<file path="config.mk">
export PLATFORM = sky130hd
export DESIGN_NAME = rau_ctrl
export DESIGN_NICKNAME = d
export VERILOG_FILES = /design/src/hdl/rau_pkg.sv /design/src/hdl/rau_ctrl.sv
export VERILOG_INCLUDE_DIRS = /design/src /design/src/hdl
export SDC_FILE = /design/constraint.sdc
export NUM_CORES = 1
export LEC_CHECK = 0
export BUFFER_PORTS_ARGS = -buffer_cell sky130_fd_sc_hd__buf_2
export CAP_MARGIN = 40
export CORE_AREA = 10 10 47 49
export DETAILED_ROUTE_END_ITERATION = 8
export DIE_AREA = 0 0 57 59
export REMOVE_ABC_BUFFERS = 1
export SYNTH_ARGS = -nofsm -noshare
export SYNTH_HDL_FRONTEND = slang
export SYNTH_SLANG_ARGS = --single-unit
</file>
<file path="constraint.sdc">
create_clock -name clock -period 3.5 [get_ports clock]
set_clock_uncertainty 0.1 [all_clocks]
set_input_delay 0.35 -clock clock [delete_from_list [all_inputs] [get_ports clock]]
set_output_delay 0.35 -clock clock [all_outputs]
set_load 0.01 [all_outputs]
</file>
<file path="src/hdl/assert_macros.svh">
// ----------------------------------------------------------------------------
// assert_macros: assertion helper macros
// Shared concurrent assertion forms used by the controller.
// ----------------------------------------------------------------------------
`ifndef ASSERT_MACROS_SVH
`define ASSERT_MACROS_SVH

// Implication check, disabled during reset.
`define ASSERT_IMPL(label, clk, rst, ante, cons, msg) \
   label: assert property (@(posedge clk) disable iff (rst) (ante) |-> (cons)) \
      else $error(msg);

// Next-cycle implication check, disabled during reset.
`define ASSERT_NEXT(label, clk, rst, ante, cons, msg) \
   label: assert property (@(posedge clk) disable iff (rst) (ante) |=> (cons)) \
      else $error(msg);

`endif

</file>
<file path="src/hdl/rau_pkg.sv">
// ----------------------------------------------------------------------------
// rau_pkg: shared types and constants of the rational arithmetic unit
// Commands, status codes, controller states and the control word types.
// ----------------------------------------------------------------------------
package rau_pkg;

   localparam int WIDTH  = 32;
   localparam int MAG_W  = 2 * WIDTH;
   localparam int CNT_W  = $clog2(MAG_W + 1);

   // first magnitude outside the positive operand range
   localparam logic [MAG_W-1:0] LIM = MAG_W'(1) << (WIDTH - 1);

   typedef enum logic [2:0] {
      CMD_ADD = 3'd0, CMD_SUB = 3'd1, CMD_MUL = 3'd2, CMD_DIV = 3'd3,
      CMD_NEG = 3'd4, CMD_RED = 3'd5, CMD_CMP = 3'd6, CMD_NOP = 3'd7
   } cmd_type;

   typedef enum logic [1:0] {
      ST_OK = 2'd0, ST_ZERO_DEN = 2'd1, ST_OVERFLOW = 2'd2
   } status_type;

   typedef enum logic [1:0] {
      ORD_LESS = 2'd0, ORD_EQUAL = 2'd1, ORD_GREATER = 2'd2
   } order_type;

   typedef enum logic [3:0] {
      S_IDLE, S_PROD, S_COMB, S_GCD_START, S_GCD_DIV, S_GCD_NEXT,
      S_QN_START, S_QN_DIV, S_QD_START, S_QD_DIV, S_FINISH, S_DONE
   } state_type;

   // op selects what the datapath does this cycle
   typedef enum logic [3:0] {
      OP_NONE, OP_LOAD, OP_PROD, OP_COMB, OP_GCD_INIT, OP_DIV_STEP,
      OP_GCD_SWAP, OP_QN_INIT, OP_QN_SAVE, OP_QD_INIT, OP_FINISH
   } op_type;

   typedef struct packed {
      op_type op;
   } ctrl_type;

   typedef struct packed {
      logic early;     // result decided at load (error, nop)
      logic is_cmp;
      logic div_done;
      logic rem_zero;  // divisor of next gcd step is zero
   } stat_type;

endpackage

</file>
<file path="src/hdl/rau_ctrl.sv">
// ----------------------------------------------------------------------------
// rau_ctrl: sequencing controller
// Walks the product, combine, gcd and quotient phases of one word.
// ----------------------------------------------------------------------------
`include "assert_macros.svh"
module rau_ctrl import rau_pkg::*; (
   input  logic     clock,
   input  logic     reset,
   input  logic     start,
   output logic     busy,
   output logic     done,
   output ctrl_type ctrl,
   input  stat_type stat
);

   state_type state_ff, state_in;

   // state register
   always_ff @(posedge clock) begin
      if (reset) state_ff <= S_IDLE;
      else       state_ff <= state_in;
   end

   // next state and commands
   always_comb begin
      state_in = state_ff;
      ctrl.op  = OP_NONE;
      busy     = (state_ff != S_IDLE);
      done     = 1'b0;
      unique case (state_ff)
         S_IDLE: begin
            if (start) begin
               ctrl.op  = OP_LOAD;
               state_in = S_PROD;
            end
         end
         S_PROD: begin
            if (stat.early) state_in = S_DONE;
            else begin
               ctrl.op  = OP_PROD;
               state_in = S_COMB;
            end
         end
         S_COMB: begin
            ctrl.op  = OP_COMB;
            state_in = stat.is_cmp ? S_DONE : S_GCD_START;
         end
         S_GCD_START: begin
            ctrl.op  = OP_GCD_INIT;
            state_in = stat.rem_zero ? S_QN_START : S_GCD_DIV;
         end
         S_GCD_DIV: begin
            ctrl.op = OP_DIV_STEP;
            if (stat.div_done) state_in = S_GCD_NEXT;
         end
         S_GCD_NEXT: begin
            ctrl.op  = OP_GCD_SWAP;
            state_in = stat.rem_zero ? S_QN_START : S_GCD_DIV;
         end
         S_QN_START: begin
            ctrl.op  = OP_QN_INIT;
            state_in = S_QN_DIV;
         end
         S_QN_DIV: begin
            ctrl.op = OP_DIV_STEP;
            if (stat.div_done) state_in = S_QD_START;
         end
         S_QD_START: begin
            ctrl.op  = OP_QD_INIT;
            state_in = S_QD_DIV;
         end
         S_QD_DIV: begin
            ctrl.op = OP_DIV_STEP;
            if (stat.div_done) state_in = S_FINISH;
         end
         S_FINISH: begin
            ctrl.op  = OP_FINISH;
            state_in = S_DONE;
         end
         S_DONE: begin
            done     = 1'b1;
            state_in = S_IDLE;
         end
         default: state_in = S_IDLE;
      endcase
   end

   `ASSERT_NEXT(a_done_to_idle, clock, reset, done, state_ff == S_IDLE, "done not followed by idle")
   `ASSERT_IMPL(a_busy_no_load, clock, reset, busy, ctrl.op != OP_LOAD, "load while busy")
   `ASSERT_IMPL(a_start_loads, clock, reset, start && !busy, ctrl.op == OP_LOAD, "start not loaded")

endmodule

</file>
==> metrics.yaml <==
synthesis:
  synthCells: 57
  synth_top_area_share_pct: 18.4
  synth_area_um2: 434
  synth_edf_count: 0
  yosys_warnings: 0
  synth.distinct_cells: 33
  synth-main-ff-cell: "dfxtp_1"
  async_reset_ff_share_pct: 0
  synth_seq_cells: 4
  syn-mean-instance-area_um2: 7.62
  yosysSeqAreaShare_pct: 18.4
  yosysTopAreaCell: "dfxtp_1"
  ys_top_cells_by_area: "dfxtp_1 18%, a21oi_1 5.8%, mux2i_1 4.6%, nor2b_1 4.3%, and4_1 4.0%"
worst_setup_path:
  path_cells: "nor2_2 > mux2_2 > a21o_1 > buf_2"
  r2r_cells: 4
  worstPathRequired_ps: 3050
  crit_type: "reg -> out"
  cp.depth: 4
  cpPeakStageDelay_ps: 670
  arrival_ps: 1610
  crit_buf_inv: 1
  crit_family: "flip-flops"
  end_kind: "output port"
  start_kind: "register"
  slowest_stage: "dfxtp_1"
  critPathMaxFanout: 17
sta:
  finalCritPeriodShare_pct: 58.8
  max_slew_margin_pct: 62.1
  worstMarginPinSlew_ps: 567
  hold_ws_ps: 276
  maxSlewViolCount: 0
  fin_crit_ps: 2060
  setup_viol: 0
  fmax_mhz: 486
  hold_viol: 0
  setup_ws_ps: 1440
  setup-tns-final_ps: 0
  rsz0062_at_grt: "false"
cts:
  htreeDepth: 1
  ctsHoldBuffers: 0
  numClockSinks: 4
  clk_latency_ps: 230
  clock_path_buffers: 2
  cts_resized: 0
  numCtsBuffers: 3
  cts_setup_buffers: 0
  clk_pin_slew_ps: 40
  clockRootBuffer: "clkbuf_4"
  cts_tree: "done"
pwr:
  finalPower_mw: 0.307
  p_per_area_nw_per_um2: 619
  ir_worst_vdd_v: 0.000190
  p_leak_nw: 0.214
place:
  pre_cts_ws_ps: 1700
  place_hpwl_um: 752
  port-buffer-count: 12
  gp_congestion: 0.784
floorplanning:
  die-area_um2: 3360
  coreArea_um2: 1400
  dieHeight_um: 59
  placementRows: 14
  dieWidth_um: 57
  start_util_pct: 31.0
  io_pins: 13
min_path:
  hold_path.class: "in -> reg"
  hold_path_depth: 2
grt:
  overflow: 0
  use_met3_pct: 1.50
  met1_usage_pct: 8.05
  grt_max_degree: 19
  grt_pass1_wl_um: 1770
  grtUsageTotal_pct: 6.65
  grt_pass1_vias: 406
  antenna_found_initial: 0
  globalRouteMet2Util_pct: 8.99
  top_usage_layer: "met2"
detailed_routing:
  avgViaCountPerCell: 5.31
  drt-pass1-iter-count: 3
  via_count: 430
  antenna_left: 0
  wl_per_cell_um: 13.2
  drc: 0
  drt_iter0_markers: 4
  wl_um: 1070
cells_and_area:
  top_regs: "state_ff x4"
  final_common_cell: "buf_2"
  layout.nets: 74
  fill_cells: 169
  final_cell_mix: "12 x buf_2, 5 x a21oi_1, 4 x nand2_1, 4 x dfxtp_1"
  largest_reg_flops: 4
  final_util_pct: 35.4
  diodes: 0
  top_register: "state_ff"
  drive_gt1_share_pct: 30.8
  syn2layout_area_growth_pct: 14.1
run:
  drv_cap: 0
run_status:
  status: "finished clean"
## cell type report
class	instances	area [um2]	share of cell area [%]
Inverter	2	7.51	1.52
Tap cell	16	20.0	4.04
Clock buffer	3	22.5	4.55
Multi-Input combinational cell	44	305	61.6
Timing Repair Buffer	12	60.1	12.1
Sequential cell	4	80.1	16.2
## worst paths after layout
kind,startpoint,end,slack (ps)
worst max-delay path,state_ff[1]$_SDFFE_PP0P_,ctrl[2],1440
worst min-delay path,reset,state_ff[2]$_SDFFE_PP0P_,280
worst min register to register,state_ff[2]$_SDFFE_PP0P_,state_ff[2]$_SDFFE_PP0P_,660
worst max register to register,state_ff[2]$_SDFFE_PP0P_,state_ff[0]$_SDFFE_PP0P_,1790
## worst register-to-register path, delay by kind of cell (launching register included)
kind,cells,cell delay [ps]
simple gates,2,770
flops,1,570
compound gates,2,180
## per-layer routing
layer	vias to the layer above	part of all wire [%]	wire [um]
met4	0	1.3	14
met5	-	0	0
met1	193	49	523
li1	226	-	-
met3	2	2.0	21
met2	9	48	511
## cell usage after synthesis, types with 2 or more instances
master,number
dfxtp_1,4
nor2b_1,3
clkbuf_1,2
o21ai_1,2
o211ai_1,2
inv_1,2
mux2i_1,2
nor2_1,2
a21oi_1,5
nor3_1,3
nand2_1,4
a21o_1,2
buf_2,3
and4_1,2
## logic make-up after synthesis
kind of cell / count (synthesis) / share of synthesized area [%]
buffers and inverters: 9 / 11.2
adders and majority gates: 1 / 2.59
DFF: 4 / 18.4
and+or+nand+nor: 23 / 32.9
muxes: 3 / 7.20
AOI/OAI and AO/OA: 17 / 27.7
## report_power, final
| part | internal [mW] | switching [mW] | total (mW) |
|---|---|---|---|
| clock network | 0.0383 | 0.0175 | 0.0558 |
| registers | 0.0570 | 0.0481 | 0.105 |
| logic | 0.0774 | 0.0684 | 0.146 |
## stage by stage
| step | instance area [um2] | cells |
|---|---|---|
| 2_1_floorplan | 393 | 50 |
| 6_report | 495 | 81 |
| 3_5_place_dp | 473 | 78 |
| 3_3_place_gp | 473 | 78 |
| 4_1_cts | 495 | 81 |
| 5_1_grt | 495 | 81 |
Note: power is estimated with default switching activity, not from simulation.
